<file path="config.mk">
export PLATFORM = sky130hd
export DESIGN_NAME = plpn_ctrl
export DESIGN_NICKNAME = d
export VERILOG_FILES = /design/src/rtl/core/plpn_pkg.sv /design/src/rtl/core/plpn_ctrl.sv
export SDC_FILE = /design/constraint.sdc
export NUM_CORES = 1
export LEC_CHECK = 0
export BUFFER_PORTS_ARGS = -buffer_cell sky130_fd_sc_hd__clkbuf_2
export CORE_MARGIN = 10
export CORE_UTILIZATION = 44
export CTS_BUF_LIST = sky130_fd_sc_hd__clkbuf_16
export CTS_CLUSTER_DIAMETER = 80
export DETAILED_ROUTE_END_ITERATION = 8
export GPL_TIMING_DRIVEN = 1
export PLACE_DENSITY_LB_ADDON = 0.12
export SLEW_MARGIN = 20
export SYNTH_ARGS = -nofsm -noshare
export SYNTH_HDL_FRONTEND = slang
export SYNTH_SLANG_ARGS = --single-unit
</file>
<file path="constraint.sdc">
create_clock -name clk_i -period 2.6 [get_ports clk_i]
set_input_delay 0.13 -clock clk_i [delete_from_list [all_inputs] [get_ports clk_i]]
set_output_delay 0.13 -clock clk_i [all_outputs]
set_load 0.005 [all_outputs]
</file>
<file path="src/rtl/core/plpn_pkg.sv">
package plpn_pkg;

  localparam int unsigned VAL_BITS            = 32;
  localparam int unsigned FRAC_BITS           = 16;
  localparam int unsigned IDX_BITS            = 12;
  localparam int unsigned COUNT_BITS          = 7;
  localparam int unsigned TOL_BITS            = 16;
  localparam int unsigned CFG_IDX_BITS        = 2;
  localparam int unsigned CFG_DATA_BITS       = TOL_BITS;
  localparam int unsigned MAX_ENTRIES_DEFAULT = 4096;
  localparam int unsigned PROD_BITS           = 2 * VAL_BITS;

  // Step counts of the shared restoring divider.
  localparam int unsigned MOD_STEPS = IDX_BITS;
  localparam int unsigned DIV_STEPS = VAL_BITS;
  localparam int unsigned CNT_BITS  = $clog2(DIV_STEPS);

  localparam logic [TOL_BITS-1:0] TOL_RESET = 16'd6554;

  localparam logic FUNC_LOAD = 1'b0;
  localparam logic FUNC_READ = 1'b1;
  localparam logic KIND_BETA = 1'b0;
  localparam logic KIND_READ = 1'b1;

  typedef enum logic [CFG_IDX_BITS-1:0] {
    CFG_ROW_COUNT    = 2'd0,
    CFG_COLUMN_COUNT = 2'd1,
    CFG_TOLERANCE    = 2'd2
  } cfg_reg_e;

  typedef enum logic [3:0] {
    OP_NONE,
    OP_RD_ISSUE,
    OP_RD_RESULT,
    OP_BAD_READ,
    OP_MUL_BD,
    OP_MOD_LOAD,
    OP_QUO_LOAD,
    OP_DIV_STEP,
    OP_STORE,
    OP_MUL_BM,
    OP_UP_LOAD,
    OP_UP_TAKE,
    OP_MUL_EB,
    OP_LO_LOAD,
    OP_REPORT
  } dp_op_e;

  typedef struct packed {
    logic                func;
    logic [IDX_BITS-1:0] entry_index;
    logic [VAL_BITS-1:0] coefficient;
    logic [VAL_BITS-1:0] row_bound;
    logic [VAL_BITS-1:0] column_weight;
  } req_t;

  typedef struct packed {
    logic                kind;
    logic [VAL_BITS-1:0] value;
    logic                flagged;
  } rsp_t;

  typedef struct packed {
    logic   latch;
    dp_op_e op;
  } cmd_t;

  typedef struct packed {
    logic req_read;
    logic in_range;
    logic is_last;
  } sts_t;

endpackage

</file>
<file path="src/rtl/core/plpn_ctrl.sv">
module plpn_ctrl (
  input  logic          clk_i,
  input  logic          rst_ni,
  input  logic          start,
  input  plpn_pkg::sts_t sts_i,
  output plpn_pkg::cmd_t cmd_o,
  output logic          busy
);
  import plpn_pkg::*;

  typedef enum logic [4:0] {
    S_IDLE,
    S_RD_ISSUE,
    S_RD_TAKE,
    S_RD_BAD,
    S_MUL_BD,
    S_MOD_LOAD,
    S_MOD_RUN,
    S_QUO_LOAD,
    S_QUO_RUN,
    S_STORE,
    S_MUL_BM,
    S_UP_LOAD,
    S_UP_RUN,
    S_UP_TAKE,
    S_MUL_EB,
    S_LO_LOAD,
    S_LO_RUN,
    S_REPORT
  } state_e;

  state_e              state_q, state_d;
  logic [CNT_BITS-1:0] cnt_q, cnt_d;
  dp_op_e              op_q;
  logic                busy_q;
  logic                accept;

  // Datapath operation carried out while the sequencer sits in a state.
  function automatic dp_op_e op_for(state_e s);
    dp_op_e op;
    op = OP_NONE;
    unique case (s)
      S_IDLE:     op = OP_NONE;
      S_RD_ISSUE: op = OP_RD_ISSUE;
      S_RD_TAKE:  op = OP_RD_RESULT;
      S_RD_BAD:   op = OP_BAD_READ;
      S_MUL_BD:   op = OP_MUL_BD;
      S_MOD_LOAD: op = OP_MOD_LOAD;
      S_MOD_RUN:  op = OP_DIV_STEP;
      S_QUO_LOAD: op = OP_QUO_LOAD;
      S_QUO_RUN:  op = OP_DIV_STEP;
      S_STORE:    op = OP_STORE;
      S_MUL_BM:   op = OP_MUL_BM;
      S_UP_LOAD:  op = OP_UP_LOAD;
      S_UP_RUN:   op = OP_DIV_STEP;
      S_UP_TAKE:  op = OP_UP_TAKE;
      S_MUL_EB:   op = OP_MUL_EB;
      S_LO_LOAD:  op = OP_LO_LOAD;
      S_LO_RUN:   op = OP_DIV_STEP;
      S_REPORT:   op = OP_REPORT;
      default:    op = OP_NONE;
    endcase
    return op;
  endfunction

  assign accept = start && !busy_q;

  always_comb begin
    state_d = state_q;
    cnt_d   = cnt_q;
    unique case (state_q)
      S_IDLE: begin
        if (accept) begin
          if (sts_i.req_read) begin
            state_d = sts_i.in_range ? S_RD_ISSUE : S_RD_BAD;
          end else if (sts_i.in_range) begin
            state_d = S_MUL_BD;
          end
        end
      end
      S_RD_ISSUE: state_d = S_RD_TAKE;
      S_RD_TAKE:  state_d = S_IDLE;
      S_RD_BAD:   state_d = S_IDLE;
      S_MUL_BD:   state_d = S_MOD_LOAD;
      S_MOD_LOAD: begin
        state_d = S_MOD_RUN;
        cnt_d   = CNT_BITS'(MOD_STEPS - 1);
      end
      S_MOD_RUN: begin
        if (cnt_q == '0) begin
          state_d = S_QUO_LOAD;
        end else begin
          cnt_d = cnt_q - 1'b1;
        end
      end
      S_QUO_LOAD: begin
        state_d = S_QUO_RUN;
        cnt_d   = CNT_BITS'(DIV_STEPS - 1);
      end
      S_QUO_RUN: begin
        if (cnt_q == '0) begin
          state_d = S_STORE;
        end else begin
          cnt_d = cnt_q - 1'b1;
        end
      end
      S_STORE:    state_d = sts_i.is_last ? S_MUL_BM : S_IDLE;
      S_MUL_BM:   state_d = S_UP_LOAD;
      S_UP_LOAD: begin
        state_d = S_UP_RUN;
        cnt_d   = CNT_BITS'(DIV_STEPS - 1);
      end
      S_UP_RUN: begin
        if (cnt_q == '0) begin
          state_d = S_UP_TAKE;
        end else begin
          cnt_d = cnt_q - 1'b1;
        end
      end
      S_UP_TAKE:  state_d = S_MUL_EB;
      S_MUL_EB:   state_d = S_LO_LOAD;
      S_LO_LOAD: begin
        state_d = S_LO_RUN;
        cnt_d   = CNT_BITS'(DIV_STEPS - 1);
      end
      S_LO_RUN: begin
        if (cnt_q == '0) begin
          state_d = S_REPORT;
        end else begin
          cnt_d = cnt_q - 1'b1;
        end
      end
      S_REPORT:   state_d = S_IDLE;
      default:    state_d = S_IDLE;
    endcase
  end

  always_ff @(posedge clk_i or negedge rst_ni) begin
    if (!rst_ni) begin
      state_q <= S_IDLE;
      cnt_q   <= '0;
      op_q    <= OP_NONE;
      busy_q  <= 1'b0;
    end else begin
      state_q <= state_d;
      cnt_q   <= cnt_d;
      op_q    <= op_for(state_d);
      busy_q  <= (state_d != S_IDLE);
    end
  end

  assign cmd_o.latch = accept;
  assign cmd_o.op    = op_q;
  assign busy        = busy_q;

endmodule

</file>
Word level (Yosys, flattened, before mapping)
Memory sizes are Yosys's and may differ from the RTL's. A register that Yosys moved wholly into a read port is not among the register bits.
Index checks and enable logic that the tools add are counted.
{"block": "word_totals", "wordCells": 42, "reg_bits": 11, "rom_bits": 128, "n_memories": 1}
{"block": "op_classes", "mux": 12, "n_addsub": 1, "n_eq_ne": 15, "n_reduce_logical": 10}
{"name": "(no name shown)", "depth": 32, "word_bits": 4, "read_ports": 1, "rd_clocked_by_memory_dff": 1, "write_ports": 0, "line_no": "plpn_ctrl.sv:42", "text": "unique case (s)"}
{"op": "5-bit case mux with 15 select lines", "n": 1}
{"op": "5-bit by 4-bit == test with 1-bit output (second input constant)", "n": 8}
{"op": "5-bit two-way mux", "n": 8}
{"op": "5-bit by 3-bit == test with 1-bit output (second input constant)", "n": 4}
{"op": "5-bit case mux with 3 select lines", "n": 1}
{"op": "5-bit zero test", "n": 2}
{"op": "5-bit by 1-bit == test with 1-bit output (second input constant)", "n": 1}
{"op": "5-bit == test (second input constant)", "n": 1}
{"op": "5-bit nonzero test", "n": 1}
{"op": "5-bit by 1-bit subtractor with 5-bit output (second input constant)", "n": 1}
{"op": "4-bit two-way mux", "n": 1}
{"op": "4-bit OR reduction", "n": 1}
{"op": "3-bit nonzero test", "n": 1}
{"op": "3-bit OR reduction", "n": 1}
{"op": "1-bit zero test", "n": 2}
{"op": "2-bit two-way mux", "n": 1}
{"op": "2-bit != test (second input constant)", "n": 1}
{"op": "2-bit AND reduction", "n": 1}
{"op": "1-bit logical AND", "n": 1}

Longest topological paths before layout
Gate-level depths: netlist of run 1.
{"block": "logic_depth", "ltp_word": 5, "mapped_depth": 10, "mapped_depth_nobuf": 8}

Least setup slack after synthesis of run 1
OpenSTA, ideal clock, no wires.
{"block": "synth_path", "path_kind": "reg2reg", "start": "register cnt_q[0]", "end": "register op_q[0]", "path_stages_with_launch": 8, "arrival_ns": 1.989, "slack_ns": 0.473, "setup_time_ns": 0.138, "synth_period_minus_slack_ns": 2.127, "required_time_ns": 2.462, "path_cell_list": "dfrtp_1 > inv_1 > ha_1 > or4b_1 > o211a_1 > ha_1 > o21ai_0 > o221ai_1"}
{"block": "synth_between", "elab_chain_len": 3, "word_cells_on_any_way": 6, "cone_classes": "mux (5); reduce/logical (1)"}
{"item": "start, declared", "line_no": "plpn_ctrl.sv:33", "text": "logic [CNT_BITS-1:0] cnt_q, cnt_d;"}
{"item": "start signal, assigned", "line_no": "plpn_ctrl.sv:146", "text": "cnt_q <= cnt_d;"}
{"item": "5-bit zero test *"}
{"item": "5-bit two-way mux, on equally long branches"}
{"item": "5-bit case mux with 15 select lines *", "line_no": "plpn_ctrl.sv:71", "text": "unique case (state_q)"}
{"item": "end, declared", "line_no": "plpn_ctrl.sv:34", "text": "dp_op_e op_q;"}
Every way passes the cells marked *; elsewhere a longest branch is shown, timed or not.
A chain may end at the register's enable or synchronous reset.

Final worst setup path of run 1
Ends and elaborated chain as after synthesis.

==> results.json, run 1 <==
{
  "hp-class": "primary input to asynchronous set/reset pin",
  "power_leakage_uw": 0.000583,
  "synth-main-ff-cell": "dfrtp_1",
  "htreeDepth": 1,
  "via_per_inst": 5.67,
  "fin_worst_skew_ns": 0.000910,
  "final.setup.tns_ns": 0,
  "synth_seq_area_share_pct": 33.0,
  "firstDrtPassIters": 4,
  "end_kind": "flip-flop",
  "dp_slack_ns": 0.274,
  "cts_buffer_depth": 2,
  "crit_chain": "inv_1 -> ha_1 -> or4b_1 -> o211a_1 -> ha_1 -> o21ai_0 -> o221ai_1",
  "final_cell_count_no_fill": 166,
  "grt_max_degree": 16,
  "crit_start": "cnt_q[0]$_DFFE_PN0P_",
  "core_um2": 2480,
  "ctsRootBufferMaster": "clkbuf_16",
  "slowest_delay_ns": 0.54,
  "power_density_nw_per_um2": 423,
  "row_count": 18,
  "diodes": 0,
  "drc": 0,
  "worst_pin_slew_ns": 0.528,
  "setup_ws_ns": 0.289,
  "drtIter0Drc": 34,
  "grt_pass1_wl_um": 3910,
  "synthCells": 124,
  "p_sw_share_pct": 18.9,
  "p_sw_uw": 104,
  "synth_fp_nets": 136,
  "worstSkewPairLatency_ns": 0.24,
  "final_common_cell": "dfrtp_1",
  "cp_max_fo": 7,
  "cts_setup_buffers": 0,
  "syn_area_per_cell_um2": 9.16,
  "status": "finished clean",
  "num_vias": 942,
  "die_x_um": 70.8,
  "rsz0062_at_grt": "no",
  "gp_congestion": 0.793,
  "p_seq_share_pct": 42.6,
  "grt_overflow": 0,
  "die_h_um": 70.8,
  "finalWirelength_um": 2400,
  "finalCritPeriodShare_pct": 88.9,
  "reg2reg_slack_ns": 0.29,
  "grt_pass1_vias": 864,
  "final_cell_mix": "dfrtp_1, inv_1, clkbuf_2",
  "crit_slowest_cell": "or4b_1",
  "layout-drive-gt1-share_pct": 18.4,
  "cts_tree": "done",
  "p_int_uw": 445,
  "timing.rr.end": "op_q[0]$_DFF_PN0_",
  "cp.required_ns": 2.71,
  "cts-buffers-inserted": 3,
  "async_flop_share_pct": 100,
  "cts.sinks": 15,
  "track_usage_pct": 9.16,
  "wl_per_cell_um": 14.4,
  "max_freq_mhz": 433,
  "slew_headroom_pct": 64.8,
  "port_buffers": 11,
  "dp_hpwl_um": 1840,
  "ir_drop_v": 0.000319,
  "cp_common_cell": "ha_1",
  "arrival_ns": 2.42,
  "yosysUniqueCellTypes": 47,
  "p_clk_share_pct": 55.4,
  "whs_ns": 0.333,
  "critPathLaunchType": "flip-flop",
  "synth_edf_count": 0,
  "dieArea_um2": 5010,
  "antenna_found_initial": 0,
  "crit_type": "flip-flop to flip-flop",
  "dp.cells": 161,
  "pin_count": 12,
  "reg2regPathDepth": 7,
  "maxCapViolations": 0,
  "syn_area_um2": 1140,
  "area_growth_pct": 14.4,
  "rr_startpoint": "cnt_q[0]$_DFFE_PN0P_",
  "clk_pin_slew_ns": 0.05,
  "finalSetupViolCount": 0,
  "final_antenna_net_count": 0,
  "finalHoldViolCount": 0,
  "floorplan.initialDensity_pct": 45.9,
  "yosys_warnings": 0,
  "fin_crit_ns": 2.31,
  "combPwrFrac_pct": 2.1,
  "final_util_pct": 52.5,
  "finalMaxSlewViolations": 0,
  "ys_ff_latch": 15,
  "num-nets-final": 149
}
## cells in the mapped netlist, types with 2 or more instances
cell type,number,area share (%)
nand2b_1,2,1.1
buf_4,2,1.3
buf_2,5,2.2
dfrtp_1,15,33
nand2_1,6,2.0
nor2_1,5,1.7
xor2_1,2,1.5
a21oi_1,8,3.5
a32o_1,2,1.8
nand3_1,5,2.2
o22a_1,3,2.3
o31ai_1,2,1.3
nor2b_1,2,1.1
inv_1,13,4.3
nor3b_1,3,2.0
a31oi_1,2,1.1
o211ai_1,5,3.3
and3_1,2,1.1
nor3_1,3,1.3
o21ai_0,5,2.2
ha_1,6,6.6
## cells by family (layout without fill, tap and decap cells)
logic type / after synthesis / after routing / share of synthesized area (%)
buffers and inverters: 21 / 33 / 8.81
muxes: 1 / 1 / 0.881
and+or+nand+nor: 39 / 39 / 23.7
DFF: 15 / 15 / 33.0
xor gates and xnor gates: 2 / 2 / 1.54
adders and majority gates: 6 / 6 / 6.61
AOI/OAI and AO/OA: 40 / 40 / 25.4
## routing by layer
| layer | track usage (%) | part of all wire [%] |
|---|---|---|
| met2 | 14.7 | 46 |
| met4 | 2.58 | 0.88 |
| met3 | 2.09 | 4.1 |
| met1 | 11.9 | 49 |
| met5 | 0 | 0 |
## power groups by stage
stage / logic (µW) / registers (µW) / clock network [µW]
3_5_place_dp: 11.0 / 238 / 0
3_3_place_gp: 10.7 / 238 / 0
2_1_floorplan: 1.19 / 238 / 0
6_report: 11.5 / 234 / 304
4_1_cts: 12.0 / 234 / 308
5_1_grt: 13.1 / 234 / 317
## layout make-up
cell class / instances / area (µm²)
fill: 238 / 1180
multi-input combinational: 88 / 661
sequential: 15 / 375
timing repair buffer: 16 / 95.1
clock buffer: 3 / 75.1
inverter: 13 / 48.8
tap: 30 / 37.5
clock inverter: 1 / 7.51
## how the worst max path moves through the flow
stage	end	slack, ns	cells past startpoint
after floorplan	op_q[0]$_DFF_PN0_	0.47	7
after global placement	op_q[0]$_DFF_PN0_	0.38	7
after detailed placement	op_q[0]$_DFF_PN0_	0.27	7
after CTS	op_q[0]$_DFF_PN0_	0.26	7
after global routing	op_q[0]$_DFF_PN0_	0.14	7
final	op_q[0]$_DFF_PN0_	0.29	7
## critical path, delay by kind of cell, from the launching register on
| family | cells | cell delay (ns) |
|---|---|---|
| compound gates | 3 | 0.65 |
| fa+ha+maj | 2 | 0.48 |
| buf+inv | 1 | 0.11 |
| flops | 1 | 0.40 |
| simple gates | 1 | 0.54 |
## per-stage QoR
| stage | power (µW) | area [µm²] |
|---|---|---|
| final | 549 | 1300 |
| after global routing | 564 | 1300 |
| after CTS | 554 | 1300 |
| after detailed placement | 249 | 1210 |
| after global placement | 248 | 1210 |
| after floorplan | 239 | 1140 |
## sequential cells by signal, indices dropped and copies added (netlist names)
register / flops
cnt_q: 5
state_q: 5
op_q: 4
busy: 1
## what timing repair did
action                                 CTS  global route
gates resized for setup                  0             0
endpoints found under the hold margin   15             0
hold buffers                             1             0
Note: power is estimated with default switching activity, not from simulation.
==> inputs of run 2 (changes only) <==
Settings changed: CORE_UTILIZATION 44 to 34.
==> results.json, run 2 (synthesis results as in run 1) <==
{
  "status": "finished clean",
  "finalMaxSlewViolations": 0,
  "port_buffers": 11,
  "setup_ws_ns": 0.299,
  "layout-drive-gt1-share_pct": 17.6,
  "finalCritPeriodShare_pct": 88.5,
  "final.setup.tns_ns": 0,
  "cp-endpoint": "op_q[0]$_DFF_PN0_",
  "crit_slowest_cell": "or4b_1",
  "power_leakage_uw": 0.000588,
  "max_freq_mhz": 435,
  "grt_pass1_wl_um": 4420,
  "ctsRootBufferMaster": "clkbuf_16",
  "htreeDepth": 1,
  "crit_start": "cnt_q[0]$_DFFE_PN0P_",
  "diodes": 0,
  "arrival_ns": 2.41,
  "die_h_um": 77.8,
  "fin_worst_skew_ns": 0.00371,
  "final_cell_mix": "dfrtp_1, inv_1, clkbuf_2",
  "crit_type": "flip-flop to flip-flop",
  "crit_family": "compound AO/OA/AOI/OAI gates",
  "area_growth_pct": 15.6,
  "finalHoldViolCount": 0,
  "reg2reg_slack_ns": 0.30,
  "reg2regPathDepth": 7,
  "cts-buffers-inserted": 3,
  "num_vias": 942,
  "cts_tree": "done",
  "worstSkewPairLatency_ns": 0.24,
  "slew_headroom_pct": 64.6,
  "clk_pin_slew_ns": 0.05,
  "drc": 0,
  "gp_congestion": 0.787,
  "p_sw_share_pct": 18.3,
  "grt_overflow": 0,
  "crit_chain": "inv_1 -> ha_1 -> or4b_1 -> o211a_1 -> ha_1 -> o21ai_0 -> o221ai_1",
  "p_clk_share_pct": 54.6,
  "num-nets-final": 149,
  "report.power.total_uw": 541,
  "ir_drop_v": 0.000212,
  "slowest_delay_ns": 0.54,
  "dieArea_um2": 6050,
  "die_x_um": 77.8,
  "worst_pin_slew_ns": 0.530,
  "rsz0062_at_grt": "no",
  "grt_max_degree": 16,
  "dp_hpwl_um": 1910,
  "hp-class": "primary input to asynchronous set/reset pin",
  "finalSetupViolCount": 0,
  "end_kind": "flip-flop",
  "dp_slack_ns": 0.313,
  "grt_pass1_vias": 924,
  "critPathLaunchType": "flip-flop",
  "placed_cell_area_um2": 1220,
  "cp_common_cell": "ha_1",
  "core_um2": 3130,
  "firstDrtPassIters": 4,
  "antenna_found_initial": 0,
  "final_area_um2": 1310,
  "final_common_cell": "dfrtp_1",
  "rr_startpoint": "cnt_q[0]$_DFFE_PN0P_",
  "p_sw_uw": 98.7,
  "track_usage_pct": 8.67,
  "fin_crit_ns": 2.30,
  "cp_max_fo": 7,
  "path_depth": 7,
  "nFillCells": 312,
  "biggestRegsByFlops": "cnt_q (5), state_q (5), op_q (4)",
  "combPwrFrac_pct": 2.2,
  "path_buf_inv": 1,
  "power_density_nw_per_um2": 412,
  "p_int_uw": 442,
  "cts.sinks": 15,
  "cts_buffer_depth": 2,
  "wl_per_cell_um": 13.9,
  "row_count": 20,
  "final_antenna_net_count": 0,
  "p_seq_share_pct": 43.3,
  "floorplan.initialDensity_pct": 36.3,
  "maxCapViolations": 0,
  "drtIter0Drc": 71,
  "finalWirelength_um": 2490,
  "via_per_inst": 5.23,
  "pin_count": 12,
  "cp.required_ns": 2.71,
  "timing.rr.end": "op_q[0]$_DFF_PN0_",
  "whs_ns": 0.340
}
-- run 2: cell count changes in the layout (fill, tap and decap cells not counted) --
cell	change
clkinvlp_4	-1
inv_1	+1
-- run 2: power by group through the flow --
| stage | sequential [µW] | clock (µW) | combinational, µW |
|---|---|---|---|
| after floorplan | 238 | 0 | 1.19 |
| after global placement | 238 | 0 | 10.8 |
| after detailed placement | 238 | 0 | 11.1 |
| after CTS | 234 | 297 | 12.2 |
| after global routing | 234 | 312 | 13.8 |
| final | 234 | 295 | 11.8 |
-- run 2: how the worst min path moves through the flow --
stage	from	end	slack, ns	depth (start not counted)
final	rst_ni	cnt_q[1]$_DFFE_PN0P_	0.34	2
after detailed placement	rst_ni	cnt_q[3]$_DFFE_PN0P_	0.07	1
after CTS	rst_ni	cnt_q[3]$_DFFE_PN0P_	0.35	2
after global routing	rst_ni	op_q[1]$_DFF_PN0_	0.40	2
after floorplan	rst_ni	busy$_DFF_PN0_	-0.17	0
after global placement	rst_ni	cnt_q[3]$_DFFE_PN0P_	0.07	1
-- run 2: what timing repair did --
item / CTS / global route
hold buffers: 1 / 0
buffers inserted: 0 / 0
endpoints found under the hold margin: 15 / 0
gates resized for setup: 0 / 0
setup endpoints to repair: 0 / 0
-- run 2: layout make-up --
cell class,instances,area (µm²),share of cell area [%]
clock inverters,1,3.75,0.286
well taps,44,55.1,4.19
repair buffers,16,95.1,7.24
inverters,13,48.8,3.71
flip-flops and latches,15,375,28.6
clock buffers,3,75.1,5.71
multi-input cells,88,661,50.3
-- run 2: layer usage --
| metal | global-route usage (%) | vias to the layer above | routed length (µm) |
|---|---|---|---|
| met5 | 0 | - | 0 |
| met4 | 3.28 | 0 | 17 |
| met3 | 2.76 | 2 | 93 |
| met2 | 13.0 | 10 | 1170 |
| met1 | 11.2 | 452 | 1220 |
| li1 | - | 478 | - |
-- run 2: worst register-to-register path: stages (launching register included) --
cell and delay, ns:
dfrtp_1 0.39, inv_1 0.10, ha_1 0.14, or4b_1 0.54, o211a_1 0.36, ha_1 0.34, o21ai_0 0.16, o221ai_1 0.13
-- run 2: metrics by stage --
| stage | util, % | std cells |
|---|---|---|
| after floorplan | - | 124 |
| after global placement | 39.2 | 175 |
| after detailed placement | 39.2 | 175 |
| after CTS | 42.0 | 180 |
| after global routing | 42.0 | 180 |
| final | 42.0 | 180 |
